==> src/wps_pkg.sv <==
// Shared types and constants of the WAV/PCM stream parser.
// Used by every module under src except wps_fifo; depends on nothing else.
package wps_pkg;

   // Default sizes handed down from the top level.
   localparam int SAMPLE_OUT_WIDTH_DEF = 16;
   localparam int CMD_DEPTH_DEF        = 4;
   localparam int RSP_DEPTH_DEF        = 4;

   // Four-character tags as they read in little-endian order.
   localparam logic [31:0] TAG_RIFF = 32'h4646_4952;
   localparam logic [31:0] TAG_WAVE = 32'h4556_4157;
   localparam logic [31:0] TAG_FMT  = 32'h2074_6d66;
   localparam logic [31:0] TAG_DATA = 32'h6174_6164;

   localparam logic [31:0] FMT_CHUNK_BYTES = 32'd16;
   localparam logic [15:0] FMT_TAG_PCM     = 16'd1;

   // Result kinds.
   localparam logic [1:0] KIND_FORMAT   = 2'd0;
   localparam logic [1:0] KIND_SAMPLE   = 2'd1;
   localparam logic [1:0] KIND_ERROR    = 2'd2;
   localparam logic [1:0] KIND_DATA_END = 2'd3;

   // Error codes.
   localparam logic [1:0] ERR_NONE        = 2'd0;
   localparam logic [1:0] ERR_NOT_RIFF    = 2'd1;
   localparam logic [1:0] ERR_UNSUPPORTED = 2'd2;
   localparam logic [1:0] ERR_DATA_FIRST  = 2'd3;

   typedef enum logic [3:0] {
      PH_TAG_RIFF,
      PH_LEN_RIFF,
      PH_TAG_WAVE,
      PH_CHUNK_ID,
      PH_FMT_LEN,
      PH_FMT_BODY,
      PH_DATA_LEN,
      PH_DATA_BODY,
      PH_END_PENDING,
      PH_STOPPED
   } phase_type;

   // One classified result, handed from the parser to the sample converter.
   typedef struct packed {
      logic [1:0]  kind;
      logic [15:0] sample_raw;   // 8-bit samples sit in the low byte
      logic        wide;         // sample is 16-bit
      logic        chan;
      logic [1:0]  chans;
      logic [31:0] rate;
      logic [4:0]  bits;
      logic [1:0]  err;
   } cmd_type;

   localparam int CMD_WIDTH = $bits(cmd_type);

endpackage

==> src/wav_pcm_stream_parser.sv <==
// Top level of the WAV/PCM stream parser: parser front end, command queue,
// sample converter and result queue. Depends on wps_pkg and all wps_ modules.
//
//   channel   ports                              flow control
//   -------   --------------------------------   ----------------------------------
//   bytes in  req_in_byte                        push / full, taken when full low
//   results   rsp_kind .. rsp_error_code (7)     empty / pop, oldest result shown
//
// The block takes one file byte in every cycle while full is low. Each byte is
// classified by the front end in the cycle it is accepted; a result passes the
// command queue and the two converter stages to the result queue and shows on
// the ports while empty is low. The two-stage divide-by-255 path serves 8-bit
// samples; throughput is one byte a cycle while full is low. Reset clears the
// parse state and both queues. When results are not popped, the result queue,
// the converter stages and then the command queue fill, and only then does
// full rise to hold back the byte stream.
module wav_pcm_stream_parser #(
   parameter int SAMPLE_OUT_WIDTH = wps_pkg::SAMPLE_OUT_WIDTH_DEF,
   parameter int CMD_DEPTH        = wps_pkg::CMD_DEPTH_DEF,
   parameter int RSP_DEPTH        = wps_pkg::RSP_DEPTH_DEF
) (
   input  logic                               clock,
   input  logic                               reset,
   // Byte stream.
   input  logic [7:0]                         req_in_byte,
   input  logic                               push,
   output logic                               full,
   // Results.
   output logic [1:0]                         rsp_kind,
   output logic signed [SAMPLE_OUT_WIDTH-1:0] rsp_sample_value,
   output logic                               rsp_channel_index,
   output logic [1:0]                         rsp_channel_count,
   output logic [31:0]                        rsp_sample_rate,
   output logic [4:0]                         rsp_sample_bits,
   output logic [1:0]                         rsp_error_code,
   output logic                               empty,
   input  logic                               pop
);

   import wps_pkg::*;

   localparam int OW = SAMPLE_OUT_WIDTH + 44;

   // Front end to command queue.
   logic           byte_accept;
   logic           cmd_push;
   cmd_type        cmd_wr;
   logic           cmd_full;

   // Command queue to converter.
   logic [CMD_WIDTH-1:0] cmd_rd_bits;
   cmd_type        cmd_rd;
   logic           cmd_empty;
   logic           cmd_pop;

   // Converter to result queue.
   logic [OW-1:0]  rsp_wr_data;
   logic           rsp_push;
   logic           rsp_full;
   logic [OW-1:0]  rsp_rd_data;

   // Every beat may produce a command, so the byte side stalls whenever the
   // command queue has no free slot.
   assign full        = cmd_full;
   assign byte_accept = push && !cmd_full;
   assign cmd_rd      = cmd_type'(cmd_rd_bits);

   wps_front u_front (
      .clock    (clock),
      .reset    (reset),
      .in_valid (byte_accept),
      .in_byte  (req_in_byte),
      .cmd_push (cmd_push),
      .cmd      (cmd_wr)
   );

   wps_fifo #(
      .WIDTH (CMD_WIDTH),
      .DEPTH (CMD_DEPTH)
   ) u_cmd_fifo (
      .clock   (clock),
      .reset   (reset),
      .push    (cmd_push),
      .wr_data (cmd_wr),
      .full    (cmd_full),
      .pop     (cmd_pop),
      .rd_data (cmd_rd_bits),
      .empty   (cmd_empty)
   );

   wps_back #(
      .SAMPLE_OUT_WIDTH (SAMPLE_OUT_WIDTH)
   ) u_back (
      .clock     (clock),
      .reset     (reset),
      .cmd       (cmd_rd),
      .cmd_empty (cmd_empty),
      .cmd_pop   (cmd_pop),
      .out_data  (rsp_wr_data),
      .out_push  (rsp_push),
      .out_full  (rsp_full)
   );

   wps_fifo #(
      .WIDTH (OW),
      .DEPTH (RSP_DEPTH)
   ) u_rsp_fifo (
      .clock   (clock),
      .reset   (reset),
      .push    (rsp_push),
      .wr_data (rsp_wr_data),
      .full    (rsp_full),
      .pop     (pop),
      .rd_data (rsp_rd_data),
      .empty   (empty)
   );

   // The result word is packed by the converter in port order.
   assign {rsp_kind, rsp_sample_value, rsp_channel_index, rsp_channel_count,
           rsp_sample_rate, rsp_sample_bits, rsp_error_code} = rsp_rd_data;

endmodule

==> src/wps_fifo.sv <==
// Small first-word-fall-through queue built from a register array.
// Used between parser and converter and on the result side; no package use.
module wps_fifo #(
   parameter int WIDTH = 8,
   parameter int DEPTH = 4
) (
   input  logic             clock,
   input  logic             reset,
   input  logic             push,
   input  logic [WIDTH-1:0] wr_data,
   output logic             full,
   input  logic             pop,
   output logic [WIDTH-1:0] rd_data,
   output logic             empty
);

   localparam int PW = (DEPTH > 1) ? $clog2(DEPTH) : 1;
   localparam int CW = $clog2(DEPTH + 1);

   logic [WIDTH-1:0] mem_ff [DEPTH];
   logic [PW-1:0]    wr_ptr_ff, wr_ptr_in;
   logic [PW-1:0]    rd_ptr_ff, rd_ptr_in;
   logic [CW-1:0]    count_ff, count_in;
   logic             do_wr, do_rd;

   assign full    = (count_ff == CW'(DEPTH));
   assign empty   = (count_ff == '0);
   assign do_wr   = push && !full;
   assign do_rd   = pop && !empty;
   assign rd_data = mem_ff[rd_ptr_ff];

   always_comb begin
      wr_ptr_in = wr_ptr_ff;
      rd_ptr_in = rd_ptr_ff;
      count_in  = count_ff;
      if (do_wr) begin
         wr_ptr_in = (wr_ptr_ff == PW'(DEPTH - 1)) ? '0 : wr_ptr_ff + PW'(1);
      end
      if (do_rd) begin
         rd_ptr_in = (rd_ptr_ff == PW'(DEPTH - 1)) ? '0 : rd_ptr_ff + PW'(1);
      end
      if (do_wr && !do_rd) begin
         count_in = count_ff + CW'(1);
      end else if (do_rd && !do_wr) begin
         count_in = count_ff - CW'(1);
      end
   end

   always_ff @(posedge clock) begin
      if (reset) begin
         wr_ptr_ff <= '0;
         rd_ptr_ff <= '0;
         count_ff  <= '0;
      end else begin
         wr_ptr_ff <= wr_ptr_in;
         rd_ptr_ff <= rd_ptr_in;
         count_ff  <= count_in;
      end
   end

   always_ff @(posedge clock) begin
      if (do_wr) begin
         mem_ff[wr_ptr_ff] <= wr_data;
      end
   end

endmodule

==> src/wps_front.sv <==
// Parser front end: walks the RIFF/WAVE structure one byte per cycle while
// in_valid is high and issues one command per result. Depends on wps_pkg.
module wps_front (
   input  logic             clock,
   input  logic             reset,
   input  logic             in_valid,
   input  logic [7:0]       in_byte,
   output logic             cmd_push,
   output wps_pkg::cmd_type cmd
);

   import wps_pkg::*;

   phase_type   phase_ff, phase_in;
   logic [4:0]  fbc_ff, fbc_in;
   logic [31:0] asm_ff, asm_in;
   logic [31:0] riff_len_ff, riff_len_in;
   logic [31:0] riff_pos_ff, riff_pos_in;
   logic [1:0]  fmt_ch_ff, fmt_ch_in;
   logic [31:0] fmt_rate_ff, fmt_rate_in;
   logic [4:0]  fmt_bits_ff, fmt_bits_in;
   logic [31:0] data_left_ff, data_left_in;
   logic        cur_ch_ff, cur_ch_in;
   logic [7:0]  low_ff, low_in;
   logic        fmt_found_ff, fmt_found_in;

   logic [31:0] gather_word;
   logic        gather_done;
   logic [31:0] pos_bumped;
   logic [2:0]  frame_bytes;
   logic        partial_frame;
   logic        have_sample;
   logic [15:0] fmt_bits_word;
   logic        emit;
   logic [1:0]  emit_kind;
   logic [1:0]  emit_err;
   logic [15:0] emit_raw;
   logic        emit_chan;

   always_comb begin
      phase_in     = phase_ff;
      fbc_in       = fbc_ff;
      asm_in       = asm_ff;
      riff_len_in  = riff_len_ff;
      riff_pos_in  = riff_pos_ff;
      fmt_ch_in    = fmt_ch_ff;
      fmt_rate_in  = fmt_rate_ff;
      fmt_bits_in  = fmt_bits_ff;
      data_left_in = data_left_ff;
      cur_ch_in    = cur_ch_ff;
      low_in       = low_ff;
      fmt_found_in = fmt_found_ff;

      emit      = 1'b0;
      emit_kind = KIND_FORMAT;
      emit_err  = ERR_NONE;
      emit_raw  = '0;
      emit_chan = 1'b0;

      gather_word   = asm_ff | ({24'd0, in_byte} << {fbc_ff[1:0], 3'b000});
      gather_done   = (fbc_ff[1:0] == 2'd3);
      pos_bumped    = (riff_pos_ff == '1) ? riff_pos_ff : riff_pos_ff + 32'd1;
      fmt_bits_word = {in_byte, low_ff};
      if (fmt_ch_ff == 2'd2) begin
         frame_bytes = fmt_bits_ff[4] ? 3'd4 : 3'd2;
      end else begin
         frame_bytes = fmt_bits_ff[4] ? 3'd2 : 3'd1;
      end
      partial_frame = !cur_ch_ff && (fbc_ff == '0) && (data_left_ff < {29'd0, frame_bytes});
      have_sample   = 1'b0;

      if (in_valid) begin
         unique case (phase_ff) inside
            PH_TAG_RIFF, PH_TAG_WAVE: begin
               asm_in = gather_word;
               fbc_in = fbc_ff + 5'd1;
               if (gather_done) begin
                  asm_in = '0;
                  fbc_in = '0;
                  if (gather_word != ((phase_ff == PH_TAG_RIFF) ? TAG_RIFF : TAG_WAVE)) begin
                     phase_in  = PH_STOPPED;
                     emit      = 1'b1;
                     emit_kind = KIND_ERROR;
                     emit_err  = ERR_NOT_RIFF;
                  end else begin
                     phase_in = (phase_ff == PH_TAG_RIFF) ? PH_LEN_RIFF : PH_CHUNK_ID;
                  end
               end
            end
            PH_LEN_RIFF: begin
               asm_in = gather_word;
               fbc_in = fbc_ff + 5'd1;
               if (gather_done) begin
                  riff_len_in = gather_word;
                  asm_in      = '0;
                  fbc_in      = '0;
                  phase_in    = PH_TAG_WAVE;
               end
            end
            PH_CHUNK_ID, PH_END_PENDING: begin
               if ((fbc_ff == '0) && (riff_pos_ff >= riff_len_ff)) begin
                  phase_in = PH_STOPPED;
               end else begin
                  riff_pos_in = pos_bumped;
                  asm_in      = gather_word;
                  fbc_in      = fbc_ff + 5'd1;
                  phase_in    = PH_CHUNK_ID;
                  if (gather_done) begin
                     asm_in = '0;
                     fbc_in = '0;
                     if (gather_word == TAG_FMT) begin
                        phase_in = PH_FMT_LEN;
                     end else if (gather_word == TAG_DATA) begin
                        if (!fmt_found_ff) begin
                           phase_in  = PH_STOPPED;
                           emit      = 1'b1;
                           emit_kind = KIND_ERROR;
                           emit_err  = ERR_DATA_FIRST;
                        end else if ((fmt_ch_ff == '0) || (fmt_bits_ff == '0)) begin
                           phase_in  = PH_STOPPED;
                           emit      = 1'b1;
                           emit_kind = KIND_ERROR;
                           emit_err  = ERR_UNSUPPORTED;
                        end else begin
                           phase_in = PH_DATA_LEN;
                        end
                     end
                  end
               end
               // The byte after a data chunk that ended on a sample also closes it.
               if (phase_ff == PH_END_PENDING) begin
                  emit      = 1'b1;
                  emit_kind = KIND_DATA_END;
                  emit_err  = ERR_NONE;
               end
            end
            PH_FMT_LEN: begin
               riff_pos_in = pos_bumped;
               asm_in      = gather_word;
               fbc_in      = fbc_ff + 5'd1;
               if (gather_done) begin
                  asm_in = '0;
                  fbc_in = '0;
                  if (gather_word != FMT_CHUNK_BYTES) begin
                     phase_in  = PH_STOPPED;
                     emit      = 1'b1;
                     emit_kind = KIND_ERROR;
                     emit_err  = ERR_UNSUPPORTED;
                  end else begin
                     fmt_rate_in = '0;
                     phase_in    = PH_FMT_BODY;
                  end
               end
            end
            PH_FMT_BODY: begin
               riff_pos_in = pos_bumped;
               fbc_in      = fbc_ff + 5'd1;
               if (fbc_ff < 5'd4) begin
                  asm_in = gather_word;
               end else if (fbc_ff < 5'd8) begin
                  fmt_rate_in = fmt_rate_ff | ({24'd0, in_byte} << {fbc_ff[1:0], 3'b000});
               end else if (fbc_ff == 5'd14) begin
                  low_in = in_byte;
               end else if (fbc_ff >= 5'd15) begin
                  fbc_in = '0;
                  asm_in = '0;
                  if (asm_ff[15:0] != FMT_TAG_PCM) begin
                     phase_in  = PH_STOPPED;
                     emit      = 1'b1;
                     emit_kind = KIND_ERROR;
                     emit_err  = ERR_UNSUPPORTED;
                  end else begin
                     fmt_ch_in = ((asm_ff[31:16] == 16'd1) || (asm_ff[31:16] == 16'd2))
                                 ? asm_ff[17:16] : 2'd0;
                     fmt_bits_in = ((fmt_bits_word == 16'd8) || (fmt_bits_word == 16'd16))
                                   ? fmt_bits_word[4:0] : 5'd0;
                     fmt_found_in = 1'b1;
                     phase_in     = PH_CHUNK_ID;
                     emit         = 1'b1;
                     emit_kind    = KIND_FORMAT;
                  end
               end
            end
            PH_DATA_LEN: begin
               riff_pos_in = pos_bumped;
               asm_in      = gather_word;
               fbc_in      = fbc_ff + 5'd1;
               if (gather_done) begin
                  data_left_in = gather_word;
                  asm_in       = '0;
                  cur_ch_in    = 1'b0;
                  fbc_in       = '0;
                  if (gather_word == '0) begin
                     phase_in  = PH_CHUNK_ID;
                     emit      = 1'b1;
                     emit_kind = KIND_DATA_END;
                  end else begin
                     phase_in = PH_DATA_BODY;
                  end
               end
            end
            PH_DATA_BODY: begin
               riff_pos_in  = pos_bumped;
               data_left_in = data_left_ff - 32'd1;
               if (!partial_frame) begin
                  if (!fmt_bits_ff[4]) begin
                     have_sample = 1'b1;
                     emit_raw    = {8'd0, in_byte};
                  end else if (fbc_ff == '0) begin
                     low_in = in_byte;
                     fbc_in = 5'd1;
                  end else begin
                     have_sample = 1'b1;
                     emit_raw    = {in_byte, low_ff};
                     fbc_in      = '0;
                  end
                  if (have_sample && (fmt_ch_ff == 2'd2)) begin
                     cur_ch_in = ~cur_ch_ff;
                  end
               end
               if (have_sample) begin
                  emit      = 1'b1;
                  emit_kind = KIND_SAMPLE;
                  emit_chan = cur_ch_ff;
               end
               if (data_left_ff == 32'd1) begin
                  fbc_in    = '0;
                  cur_ch_in = 1'b0;
                  if (have_sample) begin
                     phase_in = PH_END_PENDING;
                  end else begin
                     phase_in  = PH_CHUNK_ID;
                     emit      = 1'b1;
                     emit_kind = KIND_DATA_END;
                     emit_raw  = '0;
                     emit_chan = 1'b0;
                  end
               end
            end
            PH_STOPPED: begin
            end
            default: begin
            end
         endcase
      end

      cmd_push       = emit;
      cmd.kind       = emit_kind;
      cmd.sample_raw = emit_raw;
      cmd.wide       = fmt_bits_ff[4];
      cmd.chan       = emit_chan;
      cmd.chans      = fmt_ch_in;
      cmd.rate       = fmt_rate_in;
      cmd.bits       = fmt_bits_in;
      cmd.err        = emit_err;
   end

   always_ff @(posedge clock) begin
      if (reset) begin
         phase_ff     <= PH_TAG_RIFF;
         fbc_ff       <= '0;
         asm_ff       <= '0;
         riff_len_ff  <= '0;
         riff_pos_ff  <= '0;
         fmt_ch_ff    <= '0;
         fmt_rate_ff  <= '0;
         fmt_bits_ff  <= '0;
         data_left_ff <= '0;
         cur_ch_ff    <= 1'b0;
         low_ff       <= '0;
         fmt_found_ff <= 1'b0;
      end else begin
         phase_ff     <= phase_in;
         fbc_ff       <= fbc_in;
         asm_ff       <= asm_in;
         riff_len_ff  <= riff_len_in;
         riff_pos_ff  <= riff_pos_in;
         fmt_ch_ff    <= fmt_ch_in;
         fmt_rate_ff  <= fmt_rate_in;
         fmt_bits_ff  <= fmt_bits_in;
         data_left_ff <= data_left_in;
         cur_ch_ff    <= cur_ch_in;
         low_ff       <= low_in;
         fmt_found_ff <= fmt_found_in;
      end
   end

endmodule

==> src/wps_back.sv <==
// Sample converter back end: two-stage pipeline that scales PCM samples to
// signed fixed point and packs finished results. Depends on wps_pkg.
module wps_back #(
   parameter int SAMPLE_OUT_WIDTH = wps_pkg::SAMPLE_OUT_WIDTH_DEF
) (
   input  logic                          clock,
   input  logic                          reset,
   input  wps_pkg::cmd_type              cmd,
   input  logic                          cmd_empty,
   output logic                          cmd_pop,
   output logic [SAMPLE_OUT_WIDTH+43:0]  out_data,
   output logic                          out_push,
   input  logic                          out_full
);

   import wps_pkg::*;

   localparam int SW = SAMPLE_OUT_WIDTH;
   localparam int XW = SW + 7;   // byte scaled by half full range, plus rounding
   localparam int TW = XW + 1;
   localparam int OW = SW + 44;
   localparam int unsigned BIAS = 1 << (SW - 2);
   localparam int unsigned ROUND_HALF = 127;
   localparam int unsigned DIVISOR = 255;

   logic          s1_valid_ff, s1_valid_in;
   cmd_type       s1_cmd_ff, s1_cmd_in;
   logic [TW-1:0] s1_t_ff, s1_t_in;
   logic          s2_valid_ff, s2_valid_in;
   logic [OW-1:0] s2_data_ff, s2_data_in;

   logic          advance;
   logic [XW-1:0] x_head, x_s1;
   logic [SW-1:0] q_s1;
   logic [TW-1:0] rem_s1;
   logic          fix_s1;
   logic [SW-1:0] sample8, sample16, sample_value;

   assign advance  = !(s2_valid_ff && out_full);
   assign cmd_pop  = advance && !cmd_empty;
   assign out_push = s2_valid_ff && !out_full;
   assign out_data = s2_data_ff;

   // Stage 1: x / 255 estimated as (x + x/256 + x/2^16 + x/2^24) / 256, which is
   // exact or one short.
   always_comb begin
      x_head      = (XW'(cmd.sample_raw[7:0]) << (SW - 1)) + XW'(ROUND_HALF);
      s1_t_in     = TW'(x_head) + TW'(x_head >> 8) + TW'(x_head >> 16) + TW'(x_head >> 24);
      s1_cmd_in   = cmd;
      s1_valid_in = !cmd_empty;
   end

   // Stage 2: correct the estimate by its remainder, remove the offset and pack the result.
   always_comb begin
      x_s1     = (XW'(s1_cmd_ff.sample_raw[7:0]) << (SW - 1)) + XW'(ROUND_HALF);
      q_s1     = s1_t_ff[TW-1:8];
      rem_s1   = TW'(x_s1) - {q_s1, 8'd0} + TW'(q_s1);
      fix_s1   = (rem_s1 >= TW'(DIVISOR));
      sample8  = q_s1 + SW'(fix_s1) - SW'(BIAS);
      sample16 = SW'(s1_cmd_ff.sample_raw) << (SW - 16);
      if (s1_cmd_ff.kind == KIND_SAMPLE) begin
         sample_value = s1_cmd_ff.wide ? sample16 : sample8;
      end else begin
         sample_value = '0;
      end
      s2_data_in  = {s1_cmd_ff.kind, sample_value, s1_cmd_ff.chan, s1_cmd_ff.chans,
                     s1_cmd_ff.rate, s1_cmd_ff.bits, s1_cmd_ff.err};
      s2_valid_in = s1_valid_ff;
   end

   always_ff @(posedge clock) begin
      if (reset) begin
         s1_valid_ff <= 1'b0;
         s2_valid_ff <= 1'b0;
      end else if (advance) begin
         s1_valid_ff <= s1_valid_in;
         s2_valid_ff <= s2_valid_in;
      end
   end

   always_ff @(posedge clock) begin
      if (advance) begin
         s1_cmd_ff  <= s1_cmd_in;
         s1_t_ff    <= s1_t_in;
         s2_data_ff <= s2_data_in;
      end
   end

endmodule
==> config.mk <==
export PLATFORM = sky130hd
export DESIGN_NAME = wav_pcm_stream_parser
export DESIGN_NICKNAME = d
export VERILOG_FILES = /design/src/wps_pkg.sv /design/src/wav_pcm_stream_parser.sv /design/src/wps_fifo.sv /design/src/wps_front.sv /design/src/wps_back.sv
export SDC_FILE = /design/constraint.sdc
export NUM_CORES = 1
export LEC_CHECK = 0
export BUFFER_PORTS_ARGS = -buffer_cell sky130_fd_sc_hd__buf_2
export CORE_MARGIN = 2
export CORE_UTILIZATION = 55
export DETAILED_ROUTE_END_ITERATION = 10
export PLACE_DENSITY = 0.7
export SLEW_MARGIN = 20
export SYNTH_ARGS = -nofsm -noshare
export SYNTH_HDL_FRONTEND = slang
export SYNTH_HIERARCHICAL = 1
export SYNTH_SLANG_ARGS = --single-unit
==> constraint.sdc <==
create_clock -name clock -period 10 [get_ports clock]
set_input_delay 1 -clock clock [delete_from_list [all_inputs] [get_ports clock]]
set_output_delay 1 -clock clock [all_outputs]
set_load 0.005 [all_outputs]
==> impl_metrics.py <==
metrics = {
    "worst_setup_path": {
        "r2r_cells": 15,
        "timing.rr.start": "u_front/fbc_ff[1]",
        "start_kind": "flip-flop",
        "path_delay_family": "simple AND/OR/NAND/NOR gates",
        "cp.arrival_ps": 6360,
        "required_ps": 10550,
        "cp_num_buf_inv": 2,
        "path_class": "reg2reg",
        "worstPathMaxFanout": 23,
        "r2r-end": "u_cmd_fifo/count_ff[2]",
        "critical-path-max-stage-delay_ps": 860,
        "crit_path_cell_trace": "nor2b_1, a21oi_1, a2111o_1, or4b_2, nor3_1, a211oi_1, a41oi_1, inv_1, nor2_2, ha_1, inv_1, fa_1, xor2_1, or3_2, a21oi_1",
        "r2r_setup_slack_ps": 4190,
        "cpMaxStageDelayCell": "dfxtp_1",
        "endpoint_kind": "flip-flop",
    },
    "yosys": {
        "synth_most_common_cell": "edfxtp_1",
        "synth_common_cells": "edfxtp_1 (621), nor2_1 (243), dfxtp_1 (206)",
        "synth_edf_count": 621,
        "synth_area_mm2": 0.0356,
        "ys_types": 91,
        "synth_warnings": 6,
        "yosysSeqAreaShare_pct": 63.9,
        "synth-seq-cells": 827,
        "synth_area_leaders": "edfxtp_1 (52%), dfxtp_1 (12%), mux4_2 (7.6%), ha_1 (3.4%), a21oi_1 (2.9%)",
        "syn-num-nets": 2751,
        "synth_ff_type": "edfxtp_1",
        "synth_area_per_cell_um2": 13.5,
        "synth-async-reset-ratio_pct": 0,
        "synth_top_area_cell": "edfxtp_1",
        "synth_top_area_share_pct": 52.3,
        "synth_cells": 2639,
    },
    "power_and_ir_drop": {
        "intPower_mw": 5.88,
        "p_per_area_mw_per_mm2": 195,
        "leakage_nw": 13.7,
        "switching_share_pct": 23.4,
        "p_seq_share_pct": 50.1,
        "clock_power_share_pct": 40.0,
        "comb_power_share_pct": 9.9,
        "peakVddDrop_mv": 0.124,
        "power.switching_mw": 1.79,
    },
    "floorplan": {
        "dieArea_mm2": 0.0668,
        "die_x_um": 259,
        "die_h_um": 259,
        "start_util_pct": 55.5,
        "pin_count": 74,
        "rows": 93,
        "fp.coreArea_mm2": 0.0642,
    },
    "global_route": {
        "grt_pass1_vias": 22325,
        "grt_pass1_wl_um": 131000,
        "grt_max_degree": 70,
        "gr-usage-all-layers_pct": 25.4,
        "grt-ovfl-total": 0,
        "antenna_found_initial": 1,
    },
    "status": {
        "status": "completed",
    },
    "cts": {
        "cts_sinks": 827,
        "htreeDepth": 3,
        "hold_buffers": 0,
        "cts_tree": "built",
        "cts_buffers": 83,
        "cts_resized": 0,
        "clk_latency_ps": 630,
        "cts.path.max_buffers": 3,
        "clockRootBuffer": "clkbuf_16",
        "clk_pin_slew_ps": 60,
        "cts_setup_buffers": 0,
    },
    "timing": {
        "slew_violations": 0,
        "maxSlewHeadroom_pct": 23.3,
        "setup_violations": 0,
        "fmax_mhz": 172,
        "period_needed_ps": 5810,
        "clock_skew_ps": 33.4,
        "hold_violations": 0,
        "hold_slack_ps": 407,
        "max_slew.worst_pin.slew_ps": 1140,
        "min_period_over_period_pct": 58.1,
        "setup-tns-final_ps": 0,
        "rsz0062_at_grt": "false",
    },
    "drt": {
        "drtPass1Iterations": 6,
        "drc_errors": 0,
        "ant_nets": 0,
        "post_drt_via_cell_ratio": 6.19,
        "wire_per_inst_um": 23.2,
        "first_iter_violations": 1991,
        "routed_wl_um": 83700,
        "vias": 22297,
    },
    "finish": {
        "final_cells": 3601,
        "nets": 2790,
        "layout-drive-gt1-share_pct": 15.0,
        "area_growth_pct": 10.6,
    },
    "placed_design": {
        "port_buffers": 73,
        "placedCellCount": 3448,
        "dp_hpwl_um": 54500,
        "place.gp.congestion": 0.939,
    },
    "flow_run": {
        "cap_violations": 0,
    },
    "worst_hold_path": {
        "hp-class": "reg2reg",
        "min_from": "u_back/s1_cmd_ff[41]",
        "whs_endpoint": "u_back/out_data[41]",
        "hold_depth": 0,
    },
}
worst max-delay path by stage:
| stage | endpoint | start | slack [ps] | cells past startpoint |
|---|---|---|---|---|
| CTS | u_cmd_fifo/count_ff[2] | u_front/fbc_ff[1] | 4280 | 15 |
| detailed placement | u_cmd_fifo/count_ff[2] | u_front/fbc_ff[1] | 4330 | 15 |
| floorplan | u_cmd_fifo/count_ff[2] | req_in_byte[0] | 5260 | 15 |
| global placement | u_cmd_fifo/count_ff[2] | u_front/fbc_ff[1] | 4370 | 15 |
| finish | u_cmd_fifo/count_ff[2] | u_front/fbc_ff[1] | 4190 | 15 |
| global route | u_cmd_fifo/count_ff[2] | u_front/fbc_ff[1] | 3820 | 15 |
power by group through the flow:
stage | Sequential, mW | Clock [mW] | Combinational (mW)
after floorplan | 3.85 | 0 | 0.567
final | 3.85 | 3.07 | 0.759
after CTS | 3.85 | 3.13 | 0.765
after detailed placement | 3.92 | 0 | 0.759
after global placement | 3.91 | 0 | 0.746
after global routing | 3.86 | 3.26 | 0.827
cell type report:
class                   instances  area (um^2)
flip-flops and latches        827        22800
clock inverters                46          517
repair buffers                105          608
clock buffers                 105         2210
diodes                          2         5.00
inverters                      91          352
multi-input cells            1570        11900
fillers                      4823        24800
well taps                     855         1070
cells by family after synthesis:
group	count (synthesis)	share of synthesized area, %
DFF	827	63.9
buffers and inverters	242	2.87
muxes	156	8.66
xor gates and xnor gates	37	0.909
and+or+nand+nor	748	10.7
adders and majority gates	100	3.60
AOI/OAI and AO/OA	529	9.33
through the flow:
step	power, mW	util (%)	worst slack [ps]	instance area, um^2
2_1_floorplan	4.42	-	5260	35600
6_report	7.67	61.4	4190	39400
3_5_place_dp	4.68	57.1	4330	36700
4_1_cts	7.75	61.4	4280	39400
3_3_place_gp	4.66	57.1	4370	36700
5_1_grt	7.95	61.4	3820	39400
registers in the layout, summed over array words and instances, names as in the netlist, 2 cells and up, named ones only:
name / flops
u_front/fmt_ch_ff: 2
u_front/low_ff: 8
u_cmd_fifo/wr_ptr_ff: 2
u_front/fbc_ff: 5
u_cmd_fifo/count_ff: 3
u_rsp_fifo/wr_ptr_ff: 2
u_front/fmt_bits_ff: 5
u_cmd_fifo/mem_ff: 244
u_cmd_fifo/rd_ptr_ff: 2
u_front/data_left_ff: 32
u_rsp_fifo/count_ff: 3
u_back/sample16: 16
u_front/phase_ff: 4
u_back/out_data: 60
u_front/riff_len_ff: 32
u_rsp_fifo/rd_ptr_ff: 2
u_front/asm_ff: 32
u_front/fmt_rate_ff: 32
u_rsp_fifo/mem_ff: 240
u_back/s1_cmd_ff: 45
u_front/riff_pos_ff: 32
u_back/s1_t_ff: 16
placed cells by master (no fill, tap or decap), types with 53 or more instances in the layout:
master and count:
nand3_1 59, edfxtp_1 621, nor2_1 241, inv_1 87, buf_2 72, or4_1 53, nor3_1 66, nand2_1 116
o21ai_0 104, a21oi_1 204, dfxtp_1 202, ha_1 96, clkbuf_16 84, mux4_2 121
routing by layer:
layer | up-vias | track usage, % | part of all wire [%]
met5 | - | 0 | 0
met4 | 0 | 9.47 | 3.6
met3 | 161 | 3.67 | 5.2
met2 | 728 | 42.2 | 49
met1 | 11142 | 34.2 | 42
li1 | 10266 | - | -
No activity file was read; power rests on OpenSTA's default activity.
